[src/sv/dtw_pkg.sv]
// ----------------------------------------------------------------------------
// dtw_pkg
// shared types and constants of the dtw distance unit: field widths, command
// and register codes, and the control word that rides along the cell chain
// ----------------------------------------------------------------------------
package dtw_pkg;

	// fixed field widths
	localparam int POS_BITS     = 8;
	localparam int DIST_BITS    = 48;
	localparam int REF_LEN_BITS = 9;
	localparam int QLEN_BITS    = 16;
	localparam int PADDR_BITS   = 3;
	localparam int PDATA_BITS   = 32;

	// register reset values
	localparam logic [REF_LEN_BITS-1:0] REF_LENGTH_RST   = 9'd256;
	localparam logic [QLEN_BITS-1:0]    QUERY_LENGTH_RST = 16'd1;

	// command carried on tuser of the input stream
	typedef enum logic {
		CMD_REF_WRITE = 1'b0,
		CMD_QUERY     = 1'b1
	} cmd_t;

	// register index, taken from paddr[2]
	typedef enum logic {
		REG_REF_LENGTH   = 1'b0,
		REG_QUERY_LENGTH = 1'b1
	} reg_idx_t;

	// configuration as seen by the datapath
	typedef struct packed {
		logic [REF_LEN_BITS-1:0] ref_length;
		logic [QLEN_BITS-1:0]    query_length;
	} cfg_t;

	// control word traveling with each token through the chain
	typedef struct packed {
		logic                valid;
		logic                is_query;
		logic                first;     // first column of a comparison
		logic                done;      // column ends the comparison
		logic                sat;       // saturation seen in this column
		logic [POS_BITS-1:0] pos;       // target cell of a reference write
	} tok_ctl_t;

endpackage

[src/sv/dtw_cell.sv]
// ----------------------------------------------------------------------------
// dtw_cell
// one row of the warping matrix: holds a reference sample and the last cost
// of its row, squares the difference in stage 1, adds the minimum neighbor
// cost in stage 2, hands below and diagonal costs to the next row
// ----------------------------------------------------------------------------
module dtw_cell
	import dtw_pkg::*;
#(
	parameter int IDX         = 0,
	parameter int IDX_BITS    = 8,
	parameter int SAMPLE_BITS = 16,
	parameter int COST_BITS   = 48
) (
	input  logic                          clk,
	input  logic                          arst_n,
	input  logic                          en,
	input  logic [IDX_BITS-1:0]           last_idx,
	input  tok_ctl_t                      ctl_in,
	input  logic signed [SAMPLE_BITS-1:0] sample_in,
	input  logic [COST_BITS-1:0]          below_in,
	input  logic [COST_BITS-1:0]          diag_in,
	input  logic [COST_BITS-1:0]          dist_in,
	output tok_ctl_t                      ctl_out,
	output logic signed [SAMPLE_BITS-1:0] sample_out,
	output logic [COST_BITS-1:0]          below_out,
	output logic [COST_BITS-1:0]          diag_out,
	output logic [COST_BITS-1:0]          dist_out
);

	localparam int SQ_BITS = 2 * (SAMPLE_BITS + 1);
	localparam int WIDE    = (SQ_BITS > COST_BITS) ? SQ_BITS : COST_BITS;
	localparam bit IS_HEAD = (IDX == 0);

	logic signed [SAMPLE_BITS-1:0] ref_q;
	logic [COST_BITS-1:0]          cost_q;

	// stage 1 signals
	logic signed [SAMPLE_BITS:0] diff;
	logic [SAMPLE_BITS:0]        mag;
	logic [SQ_BITS-1:0]          sq;
	logic [WIDE-1:0]             sq_w;
	logic [COST_BITS-1:0]        cost_max;
	logic                        c_sat;
	logic [COST_BITS-1:0]        c_val;
	logic                        wr_hit;

	tok_ctl_t                      ctl_s1;
	logic signed [SAMPLE_BITS-1:0] sample_s1;
	logic [COST_BITS-1:0]          below_s1;
	logic [COST_BITS-1:0]          diag_s1;
	logic [COST_BITS-1:0]          dist_s1;
	logic [COST_BITS-1:0]          c_s1;
	logic                          csat_s1;

	// stage 2 signals
	logic                 in_use;
	logic                 is_last;
	logic                 qv;
	logic [COST_BITS-1:0] min3;
	logic [COST_BITS-1:0] add_b;
	logic [COST_BITS:0]   sum;
	logic                 ovf;
	logic [COST_BITS-1:0] v;
	tok_ctl_t             ctl_nxt;

	tok_ctl_t                      ctl_s2;
	logic signed [SAMPLE_BITS-1:0] sample_s2;
	logic [COST_BITS-1:0]          below_s2;
	logic [COST_BITS-1:0]          diag_s2;
	logic [COST_BITS-1:0]          dist_s2;

	// local cost, squared difference with saturation
	always_comb begin
		diff     = {ref_q[SAMPLE_BITS-1], ref_q} - {sample_in[SAMPLE_BITS-1], sample_in};
		mag      = diff[SAMPLE_BITS] ? (SAMPLE_BITS+1)'(-diff) : (SAMPLE_BITS+1)'(diff);
		sq       = mag * mag;
		sq_w     = WIDE'(sq);
		cost_max = '1;
		c_sat    = sq_w > WIDE'(cost_max);
		c_val    = c_sat ? cost_max : sq_w[COST_BITS-1:0];
	end

	assign wr_hit = ctl_in.valid && !ctl_in.is_query && (32'(ctl_in.pos) == IDX);

	// neighbor choice and saturating add
	always_comb begin
		in_use  = last_idx >= IDX_BITS'(IDX);
		is_last = last_idx == IDX_BITS'(IDX);
		qv      = ctl_s1.valid && ctl_s1.is_query && in_use;

		min3 = cost_q;
		if (below_s1 < min3) min3 = below_s1;
		if (diag_s1 < min3) min3 = diag_s1;

		priority if (ctl_s1.first) begin
			add_b = IS_HEAD ? '0 : below_s1;
		end else if (IS_HEAD) begin
			add_b = cost_q;
		end else begin
			add_b = min3;
		end

		sum = {1'b0, c_s1} + {1'b0, add_b};
		ovf = sum[COST_BITS];
		v   = ovf ? cost_max : sum[COST_BITS-1:0];

		ctl_nxt     = ctl_s1;
		ctl_nxt.sat = ctl_s1.sat || (qv && (ovf || csat_s1));
	end

	always_ff @(posedge clk or negedge arst_n) begin
		if (!arst_n) begin
			ctl_s1 <= '0;
			ctl_s2 <= '0;
		end else if (en) begin
			ctl_s1 <= ctl_in;
			ctl_s2 <= ctl_nxt;
		end
	end

	always_ff @(posedge clk) begin
		if (en) begin
			sample_s1 <= sample_in;
			below_s1  <= below_in;
			diag_s1   <= diag_in;
			dist_s1   <= dist_in;
			c_s1      <= c_val;
			csat_s1   <= c_sat;
			if (wr_hit) ref_q <= sample_in;

			sample_s2 <= sample_s1;
			below_s2  <= v;
			diag_s2   <= cost_q;
			dist_s2   <= (qv && is_last) ? v : dist_s1;
			if (qv) cost_q <= v;
		end
	end

	assign ctl_out    = ctl_s2;
	assign sample_out = sample_s2;
	assign below_out  = below_s2;
	assign diag_out   = diag_s2;
	assign dist_out   = dist_s2;

endmodule

[config.mk]
export PLATFORM = sky130hd
export DESIGN_NAME = dtw_cell
export DESIGN_NICKNAME = d
export VERILOG_FILES = /design/src/sv/dtw_pkg.sv /design/src/sv/dtw_cell.sv
export SDC_FILE = /design/constraint.sdc
export NUM_CORES = 1
export LEC_CHECK = 0
export ABC_AREA = 1
export BUFFER_PORTS_ARGS = -buffer_cell sky130_fd_sc_hd__buf_2
export CAP_MARGIN = 10
export CORE_AREA = 4 4 380 270
export DETAILED_ROUTE_END_ITERATION = 10
export DIE_AREA = 0 0 384 274
export SYNTH_ARGS = -nofsm -noshare
export SYNTH_HDL_FRONTEND = slang
export SYNTH_SLANG_ARGS = --single-unit
[constraint.sdc]
create_clock -name clk -period 9.4 [get_ports clk]
set_input_delay 0 -clock clk [delete_from_list [all_inputs] [get_ports clk]]
set_output_delay 0 -clock clk [all_outputs]
set_load 0.02 [all_outputs]
==> key figures <==
Drt
  • Remaining DRCs: 0
  • Vias: about 19000
  • 1st-iter DRT viols: 1439
  • Total wire length: 68700 microns
  • Routed Antenna Nets: 0
  • Vias per cell: approximately 4.3
  • Drt pass-1 iters: 5
  • Wire length per cell: between 15 and 20 microns

Cells and area
  • Area grow syn2layout: 21.6%
  • Fillcell total: ~10000
  • Layout net count: about 3500
  • Number of diodes: 0
  • Final instance area: approximately 30000 sq um
  • Share of layout cells above drive strength 1: 0.142

STA
  • Final setup TNS: 0 ns
  • Final period utilization: 0.941
  • Rel. slew slack: 0.377
  • Endpoints failing setup: 0
  • Worst-Margin Slew: slightly above 0.9 ns
  • Hold Fails Final Rpt: 0
  • Post-route minimum period: 8.84 ns
  • Max Slew Vio Count: 0
  • FMAX: ~0.11 GHz
  • Setup Skew: between 0.02 and 0.025 ns
  • RSZ-0062 raised after global routing: false

Yosys
  • Top FF cell, synth: edfxtp_1
  • Post-synth EDFFs: between 300 and 400
  • Register area share after synthesis: 0.419
  • Ys async rst share: 0.0749
  • Synth cell count leaders: nand2_1, inv_1, edfxtp_1
  • Mean Syn Cell Area: approximately 9.5 sq um
  • Post-synthesis cell type count: 55
  • Cell taking the most area after synthesis: edfxtp_1
  • Flip-flop and latch count after synthesis: roughly 350
  • Mapped cell area: 24600 sq um
  • Yosys top cell area share: 0.393
  • Yosys warns: 0
  • Top cells by area, synth: edfxtp_1, fa_1, nand2_1, inv_1, ha_1
  • Most common cell in the netlist: nand2_1
  • Post-Synthesis Cells: 2586

Worst setup path
  • Crit path largest cell delay: ~0.62 ns
  • Critical Path AT: about 9 ns
  • Critical path endpoint category: flip-flop
  • Worst Path Max Fanout: 23
  • Most common cell on crit path: nand2_1
  • Setup Crit Path Kind: reg2reg
  • Worst EP required: 9.75 ns
  • CP max-delay cell: fa_1
  • R2r setup slk: 0.56 ns
  • Critical Path Source Type: flip-flop
  • Worst r2r path cells: 39

Clocking
  • Setup bufs post-CTS: 0
  • Worst-Skew Late Latency: a little under 0.6 ns
  • H-tree Lvls: 2
  • Total CTS buffers: 40
  • Clock transition at path regs: 0.06 ns
  • CTS max path bufs: 3
  • CTS tree: done
  • CTS Sinks: between 300 and 400
  • CTS root buf: clkbuf_16

Run status
  • Status: completed

Placement
  • DP HPWL: between 50000 and 60000 microns
  • Routability congestion estimate: ~0.93
  • Placed inst area: 27600 sq um
  • Port Buf Inserts: 260

Floorplanning
  • Row count: a little under 100
  • CORE AREA: slightly below 100000 sq um
  • DIE HEIGHT: between 200 and 300 microns
  • Initial Util: 0.248
  • Die Span X: between 300 and 400 microns
  • Die outline area: around 110000 sq um
  • IO Pins: approximately 360

GRT
  • Initial antenna violation count: 0
  • Pin count of the biggest net entering global routing: between 80 and 90
  • First-pass GRT wire length: approximately 110000 microns
  • GRT Total Usage: 0.131
  • Grt total ovfl: 0
  • Vias in the first global route: 19000

Hold path
  • Hold crit path type: in2reg
  • WHS Path Cells: 2

Job
  • Maxcap violations: 0
cell type report:
class	instances	area, sq um	share of cell area
Multi-Input combinational cell	1666	12100	0.404
Sequential cell	347	10300	0.345
Timing Repair Buffer	384	2500	0.0838
Inverter	545	2050	0.0686
Tap cell	1336	1670	0.0560
Clock buffer	45	1020	0.0342
Clock inverter	29	263	0.00880
worst paths after layout:
| kind | from | to |
|---|---|---|
| worst max-delay path | ref_q[0] | c_s1[33] |
| worst min-delay path | dist_in[38] | dist_s1[38] |
| worst max register to register | ref_q[0] | c_s1[33] |
| worst min register to register | sample_s1[15] | sample_out[15] |
| max in group asynchronous | arst_n | ctl_nxt[11] |
| min in group asynchronous | arst_n | ctl_out[5] |
placed cells by master, fill, tap and decap left out, types with 7 or more instances in the layout:
cell type	n
buf_4	25
nand2_2	14
nand4_1	21
nand3_1	115
conb_1	12
nor2_1	244
o21ai_0	70
nor3_1	16
xnor2_1	19
ha_1	156
inv_2	18
clkbuf_16	40
a31oi_1	29
a21oi_1	87
dlygate4sd3_1	98
o21bai_1	8
nor4_1	9
fa_1	193
a21o_1	13
nor2_4	7
dfrtp_1	26
clkinv_2	9
or2_2	11
inv_1	524
buf_2	259
nand2_1	538
clkinv_1	9
edfxtp_1	321
xor2_1	40
flip-flops by register name (all words and copies together) (netlist names):
register	flops
below_out	48
c_s1	33
cost_q	48
ctl_nxt	12
ctl_out	13
ctl_s1	1
diag_out	48
dist_out	48
dist_s1	48
ref_q	16
sample_out	16
sample_s1	16
metrics by stage:
stage / hold WS (ns) / std cells / worst slack (ns) / util
finish: 0.125 / 4352 / 0.557 / 0.301
global placement: 0.0775 / 4179 / 0.730 / 0.278
CTS: 0.0897 / 4352 / 0.725 / 0.301
detailed placement: 0.0727 / 4179 / 0.750 / 0.278
floorplan: -0.296 / 2596 / 2.02 / -
global route: 0.108 / 4352 / 0.0706 / 0.301
what timing repair did:
item / in CTS / in global routing
setup endpoints to repair: 0 / 1
hold endpoints to repair: 196 / 0
hold buffers: 99 / 0
gates resized for setup: 0 / 1
critical path, delay by kind of cell (launching register included):
family / cells / cell delay [ns]
buffers and inverters: 8 / 0.85
and+or+nand+nor: 16 / 1.94
DFF: 1 / 0.32
AOI/OAI and AO/OA: 6 / 1.32
adders and majority gates: 9 / 4.16
layer usage:
layer,global-route usage,up-vias,share of wire
met5,0,-,0
met2,0.203,625,0.43
met4,0.0291,0,0.020
met1,0.185,8963,0.46
li1,-,9032,-
met3,0.0307,75,0.085
cells by family after synthesis:
kind of cell	after synthesis	share of synthesized area
AND/OR/NAND/NOR	1006	0.173
adder cells (fa/ha/maj)	349	0.237
XOR/XNOR	61	0.0224
AO/OA/AOI/OAI	238	0.0561
buffers and inverters	583	0.0925
flip-flops	347	0.419
other	2	0.000306
Power is left out: the tool's default activity adds up to more than one toggle a clock period on the data nets, which glitch-free logic cannot reach.
