**config.mk**
```make
export PLATFORM = sky130hd
export DESIGN_NAME = dtw_regs
export DESIGN_NICKNAME = d
export VERILOG_FILES = /design/src/sv/dtw_pkg.sv /design/src/sv/dtw_regs.sv
export SDC_FILE = /design/constraint.sdc
export NUM_CORES = 1
export LEC_CHECK = 0
export BUFFER_PORTS_ARGS = -buffer_cell sky130_fd_sc_hd__buf_2
export CAP_MARGIN = 20
export CORE_MARGIN = 2
export CORE_UTILIZATION = 25
export DETAILED_ROUTE_END_ITERATION = 7
export PLACE_DENSITY = 0.54
export SYNTH_ARGS = -nofsm -noshare
export SYNTH_HDL_FRONTEND = slang
export SYNTH_SLANG_ARGS = --single-unit
```
**constraint.sdc**
```tcl
create_clock -name clk -period 0.8 [get_ports clk]
set_input_delay 0.08 -clock clk [delete_from_list [all_inputs] [get_ports clk]]
set_output_delay 0.08 -clock clk [all_outputs]
set_load 0.02 [all_outputs]
```
**src/sv/dtw_pkg.sv**
```systemverilog
// ----------------------------------------------------------------------------
// dtw_pkg
// shared types and constants of the dtw distance unit: field widths, command
// and register codes, and the control word that rides along the cell chain
// ----------------------------------------------------------------------------
package dtw_pkg;

	// fixed field widths
	localparam int POS_BITS     = 8;
	localparam int DIST_BITS    = 48;
	localparam int REF_LEN_BITS = 9;
	localparam int QLEN_BITS    = 16;
	localparam int PADDR_BITS   = 3;
	localparam int PDATA_BITS   = 32;

	// register reset values
	localparam logic [REF_LEN_BITS-1:0] REF_LENGTH_RST   = 9'd256;
	localparam logic [QLEN_BITS-1:0]    QUERY_LENGTH_RST = 16'd1;

	// command carried on tuser of the input stream
	typedef enum logic {
		CMD_REF_WRITE = 1'b0,
		CMD_QUERY     = 1'b1
	} cmd_t;

	// register index, taken from paddr[2]
	typedef enum logic {
		REG_REF_LENGTH   = 1'b0,
		REG_QUERY_LENGTH = 1'b1
	} reg_idx_t;

	// configuration as seen by the datapath
	typedef struct packed {
		logic [REF_LEN_BITS-1:0] ref_length;
		logic [QLEN_BITS-1:0]    query_length;
	} cfg_t;

	// control word traveling with each token through the chain
	typedef struct packed {
		logic                valid;
		logic                is_query;
		logic                first;     // first column of a comparison
		logic                done;      // column ends the comparison
		logic                sat;       // saturation seen in this column
		logic [POS_BITS-1:0] pos;       // target cell of a reference write
	} tok_ctl_t;

endpackage

```
**src/sv/dtw_regs.sv**
```systemverilog
// ----------------------------------------------------------------------------
// dtw_regs
// apb register file holding reference length and query length
// ----------------------------------------------------------------------------
module dtw_regs
	import dtw_pkg::*;
(
	input  logic                  clk,
	input  logic                  arst_n,
	input  logic                  psel,
	input  logic                  penable,
	input  logic                  pwrite,
	input  logic [PADDR_BITS-1:0] paddr,
	input  logic [PDATA_BITS-1:0] pwdata,
	output logic [PDATA_BITS-1:0] prdata,
	output logic                  pready,
	output cfg_t                  cfg
);

	logic [REF_LEN_BITS-1:0] ref_length_q;
	logic [QLEN_BITS-1:0]    query_length_q;
	logic                    wr_en;
	reg_idx_t                reg_idx;

	assign pready  = 1'b1;
	assign wr_en   = psel && penable && pwrite && pready;
	assign reg_idx = reg_idx_t'(paddr[2]);

	always_ff @(posedge clk or negedge arst_n) begin
		if (!arst_n) begin
			ref_length_q   <= REF_LENGTH_RST;
			query_length_q <= QUERY_LENGTH_RST;
		end else if (wr_en) begin
			unique case (reg_idx)
				REG_REF_LENGTH:   ref_length_q   <= pwdata[REF_LEN_BITS-1:0];
				REG_QUERY_LENGTH: query_length_q <= pwdata[QLEN_BITS-1:0];
				default:          ;
			endcase
		end
	end

	always_comb begin
		unique case (reg_idx)
			REG_REF_LENGTH:   prdata = PDATA_BITS'(ref_length_q);
			REG_QUERY_LENGTH: prdata = PDATA_BITS'(query_length_q);
			default:          prdata = '0;
		endcase
	end

	assign cfg.ref_length   = ref_length_q;
	assign cfg.query_length = query_length_q;

endmodule

```
==> out/metrics.yaml, run 1 <==
die_h_um: 76.0
synth_cell_types: 11
grt_pass1_wl_mm: 5.16
gp_congestion: 0.662
final_common_cell: "buf_6"
wire_per_inst_um: 13.0
chipWidth_um: 76.0
violations: "setup timing"
drt_wl_total_mm: 3.24
timing.final.ws_setup_ns: -0.369
min_period_over_period_pct: 146
yosys-top-cells-area: "dfrtp_1, mux2_2, mux2_4, buf_4, dfstp_2"
crit_path_start_kind: "flop"
drt_iter0_markers: 7
outcome: "complete, but fails checks"
timing.rr.end: "query_length_q[1]"
fmax_ghz: 0.856
leakagePower_uw: 0.00118
clock_path_buffers: 2
overflow: 0
post-route-drc-count: 0
synthCells: 90
vias_per_cell: 3.86
final_util_pct: 45.0
fin_nets: 220
drv_cap: 0
worst_hold_path.num_cells: 2
rsz0062_at_grt: "yes"
core-area_um2: 5040
mostFrequentLayoutCells: "buf_6, mux2_4, buf_2, conb_1, dfrtp_1"
max-vdd-ir-drop_v: 0.00108
finalHoldViolations: 0
startpoint: "query_length_q[3]"
initial_core_util_pct: 25.7
place_area_um2: 1700
reg2reg_depth: 3
min_to: "query_length_q[12]"
gr-usage-all-layers_pct: 11.1
whs_ns: 0.0419
place_ws_ns: -0.191
io_pins: 98
synth_area_um2: 1300
crit_type: "reg -> out"
yosysTopAreaCellShare_pct: 44.4
crit_fanout: 2
fin_area_um2: 2270
hold_start: "pwdata[12]"
period_minus_slack_ns: 1.17
maxSlewViolCount: 0
via_count: 961
antenna_found_initial: 0
setup_viol: 59
std_cell_rows: 26
arrival_ns: 1.09
yosysTopAreaCell: "dfrtp_1"
worstPathRequired_ns: 0.72
hold_path_class: "in -> reg"
firstDrtPassIters: 3
antenna_left: 0
reg2reg_from: "query_length_q[1]"
clock-root-buffer: "clkbuf_8"
cp-end-kind: "output pin"
antennaDiodeCount: 0
cts_sinks: 25
clkLatencyLatePin_ns: 0.26
dp.cells: 224
syn2layout_area_growth_pct: 75.1
stdcell_count: 249
drive_above_1_share_pct: 80.4
path_clk_slew_ns: 0.08
cts_made_buffers: 3
syn-mean-instance-area_um2: 14.4
synth-seq-cells: 25
ys_warn_count: 0
htreeDepth: 1
power.density_nw_per_um2: 2430
grt_max_degree: 26
io_buffer_count: 62
skew_ns: 0
die-area_um2: 5780
reg2reg_slack_ns: -0.23
cts_tree: "done"
hpwlAfterDp_mm: 2.06
ys_seq_area_share_pct: 48.5
first_global_vias: 992
## layer usage
| layer | GRT usage (%) | up-vias | wire length (um) |
|---|---|---|---|
| met2 | 18.4 | 58 | 1510 |
| li1 | - | 450 | - |
| met5 | 0 | - | 0 |
| met1 | 14.4 | 453 | 1470 |
| met3 | 3.20 | 0 | 264 |
| met4 | 2.18 | 0 | 0 |
## worst max-delay path, stage by stage, from the launching register on
cell	delay, ns
dfrtp_2	0.42
mux2_4	0.27
buf_6	0.13
## Yosys cell counts
cell type   n
dfrtp_1    23
mux2_4     10
nand4b_4    1
buf_6       1
nand4_4     1
conb_1      2
mux2_2     24
buf_2       1
buf_4      18
and2_1      7
dfstp_2     2
## where the power goes
group	switching, uW	internal (uW)
combinational	1200	1770
sequential	236	1570
clock	385	356
total	1820	3700
## worst max-delay path by stage
| stage | end | slack, ns | cells past startpoint |
|---|---|---|---|
| 2_1_floorplan | query_length_q[10] | -0.12 | 4 |
| 3_3_place_gp | query_length_q[3] | -0.17 | 4 |
| 3_5_place_dp | query_length_q[15] | -0.19 | 4 |
| 4_1_cts | prdata[1] | -0.38 | 2 |
| 5_1_grt | prdata[1] | -0.40 | 2 |
| 6_report | prdata[3] | -0.37 | 2 |
## cell families (layout without fill, tap and decap cells)
kind of cell  after synthesis  in the layout  synth area share, %
other cells                 2             17                0.579
flops                      25             25                 48.5
simple gates                9              9                 6.85
mux                        34             34                 32.4
buf+inv                    20             94                 11.7
## flip-flops by register name, summed over array words and instances, names as in the netlist
| name | count |
|---|---|
| ref_length_q | 9 |
| query_length_q | 16 |
## layout make-up
type	count	area, um2
clock buffer	4	45.0
fill	469	2770
multi-input combinational	60	654
sequential	25	637
tap	70	87.6
timing repair buffer	90	846
## metrics by stage
step,TNS (ns),power (uW)
finish,-11.09,5520
global route,-13.02,5800
CTS,-11.05,5480
detailed placement,-5.21,3590
global placement,-4.85,3570
floorplan,-2.10,3000
## what timing repair did
action | 4_1_cts | 5_1_grt
buffers inserted | 17 | 6
hold buffers | 1 | 0
endpoints found under the setup margin | 42 | 60
endpoints found under the hold margin | 25 | 0
pin swaps | 7 | 0
gates resized for setup | 107 | 9
Note: power is estimated with default switching activity, not from simulation.
==> run 2: changes to the inputs <==
--- a/config.mk
+++ b/config.mk
@@ -7,10 +7,11 @@
 export LEC_CHECK = 0
 export BUFFER_PORTS_ARGS = -buffer_cell sky130_fd_sc_hd__buf_2
 export CAP_MARGIN = 20
-export CORE_MARGIN = 2
 export CORE_UTILIZATION = 25
+export CTS_BUF_LIST = sky130_fd_sc_hd__clkbuf_16
 export DETAILED_ROUTE_END_ITERATION = 7
 export PLACE_DENSITY = 0.54
+export RECOVER_POWER = 25
 export SYNTH_ARGS = -nofsm -noshare
 export SYNTH_HDL_FRONTEND = slang
 export SYNTH_SLANG_ARGS = --single-unit
==> run 2 against run 1 <==
  * The flow still finishes with violations (setup timing)
  * Fmax rose by 0.35%
  * Clock power rose by 49%
  * Register-to-register slack improved by 0.06 ns
  * Hold slack improved by 0.010 ns
  * Power rose by 9.1%
  * Final area rose by 3.5%
  * Global-route usage rose by 2.2 points
  * Sequential share of layout area fell by 0.94 points
  * Final cell count did not move
  * Wire length rose by 8.0%
  * First-iteration DRC count rose to 2.7 times the previous value
  * Clock skew did not move
  * Largest cell class unchanged
==> out/metrics.yaml, run 2 (synthesized netlist as in run 1, its figures left out) <==
htreeDepth: 1
grt_util_met2_pct: 23.7
vias_per_cell: 4.12
fin_nets: 223
min_period_over_period_pct: 146
antenna_left: 0
std_cell_rows: 25
grt_max_degree: 26
post-route-drc-count: 0
io_pins: 98
top_regs: "query_length_q: 16 flops, ref_length_q: 9 flops"
cts_made_buffers: 3
clkLatencyLatePin_ns: 0.26
cp-end-kind: "output pin"
startpoint: "ref_length_q[2]"
drt_wl_total_mm: 3.50
fin_area_um2: 2350
first_global_vias: 1055
antennaDiodeCount: 0
violations: "setup timing"
wire_per_inst_um: 14.0
reg2reg_slack_ns: -0.17
cts_tree: "done"
cts_sinks: 25
outcome: "complete, but fails checks"
largest_register_ffs: 16
die_h_um: 74.0
gr-usage-all-layers_pct: 13.2
fillers: 432
place_area_um2: 1710
rsz0062_at_grt: "yes"
crit_path_start_kind: "flop"
use_met1_pct: 15.4
p_total_uw: 6030
final_common_cell: "buf_6"
drive_above_1_share_pct: 80.8
finalHoldViolations: 0
grt_busiest_layer: "met2"
die-area_um2: 5480
fmax_ghz: 0.859
initial_core_util_pct: 26.7
chipWidth_um: 74.0
timing.rr.end: "query_length_q[14]"
setup_tns_ns: -10.50
leakagePower_uw: 0.00123
gp_congestion: 0.693
io_buffer_count: 62
stdcell_count: 249
overflow: 0
arrival_ns: 1.08
grt_pass1_wl_mm: 5.35
clock-root-buffer: "clkbuf_16"
crit_type: "reg -> out"
reg2reg_depth: 3
worst_hold_path.num_cells: 2
timing.final.ws_setup_ns: -0.365
antenna_found_initial: 0
syn2layout_area_growth_pct: 81.2
grt_use_met3_pct: 3.52
maxSlewViolCount: 0
crit_fanout: 2
drt_iter0_markers: 19
drv_cap: 0
mostFrequentLayoutCells: "buf_6, mux2_4, buf_2, conb_1, dfrtp_1"
period_minus_slack_ns: 1.16
path_clk_slew_ns: 0.06
setup_viol: 60
dp.cells: 223
largest-register: "query_length_q"
skew_ns: 0
reg2reg_from: "query_length_q[14]"
core-area_um2: 4850
clock_path_buffers: 2
hpwlAfterDp_mm: 2.30
max-vdd-ir-drop_v: 0.00143
firstDrtPassIters: 4
hold_path_class: "in -> reg"
worstPathRequired_ns: 0.72
power.density_nw_per_um2: 2570
via_count: 1025
crit_path_end: "prdata[2]"
==> run 2: cell count changes in the layout (fill, tap and decap cells not counted), sizes merged <==
| cell | previous run | this run |
|---|---|---|
| buf | 89 | 91 |
| inv | 0 | 1 |
==> run 2: through the flow <==
stage | utilization [%] | setup slack (ns) | hold WS [ns]
after floorplan | - | -0.115 | -0.216
after global placement | 35.2 | -0.192 | 0.0293
after detailed placement | 35.2 | -0.192 | 0.0344
after CTS | 45.9 | -0.351 | 0.0454
after global routing | 48.4 | -0.395 | 0.0554
final | 48.4 | -0.365 | 0.0520
==> run 2: final cells by class <==
| class | instances | area, um2 | area share, % |
|---|---|---|---|
| tap | 67 | 83.8 | 3.57 |
| multi-input combinational | 60 | 662 | 28.2 |
| sequential | 25 | 637 | 27.1 |
| clock inverter | 1 | 3.75 | 0.160 |
| clock buffer | 3 | 75.1 | 3.20 |
| timing repair buffer | 93 | 887 | 37.8 |
==> run 2: repair_timing <==
item | in CTS | in global routing
hold endpoints to repair | 25 | 0
endpoints found under the setup margin | 42 | 60
setup buffers | 16 | 9
hold buffers | 1 | 0
resized for setup | 96 | 32
pin swaps | 7 | 0
==> run 2: worst max-delay path: stages, from the launching register on <==
cell,delay (ns)
dfrtp_1,0.41
mux2_4,0.29
buf_6,0.13
==> run 2: metal layers <==
metal / vias to the layer above / routed length (um)
li1: 456 / -
met4: 0 / 44
met3: 5 / 222
met5: - / 0
met1: 508 / 1410
met2: 56 / 1820
==> run 2: worst min path at each step <==
stage / slack, ns / startpoint / end
finish: 0.05 / pwdata[13] / query_length_q[13]
floorplan: -0.22 / arst_n / query_length_q[10]
global placement: 0.03 / arst_n / ref_length_q[3]
detailed placement: 0.03 / arst_n / ref_length_q[3]
CTS: 0.05 / pwdata[15] / query_length_q[15]
global route: 0.06 / pwdata[12] / query_length_q[12]
==> run 2: power breakdown <==
part	switching [uW]	internal, uW	total (uW)
registers	245	1580	1820
logic	1240	1860	3110
clock network	429	668	1100
total	1920	4110	6030
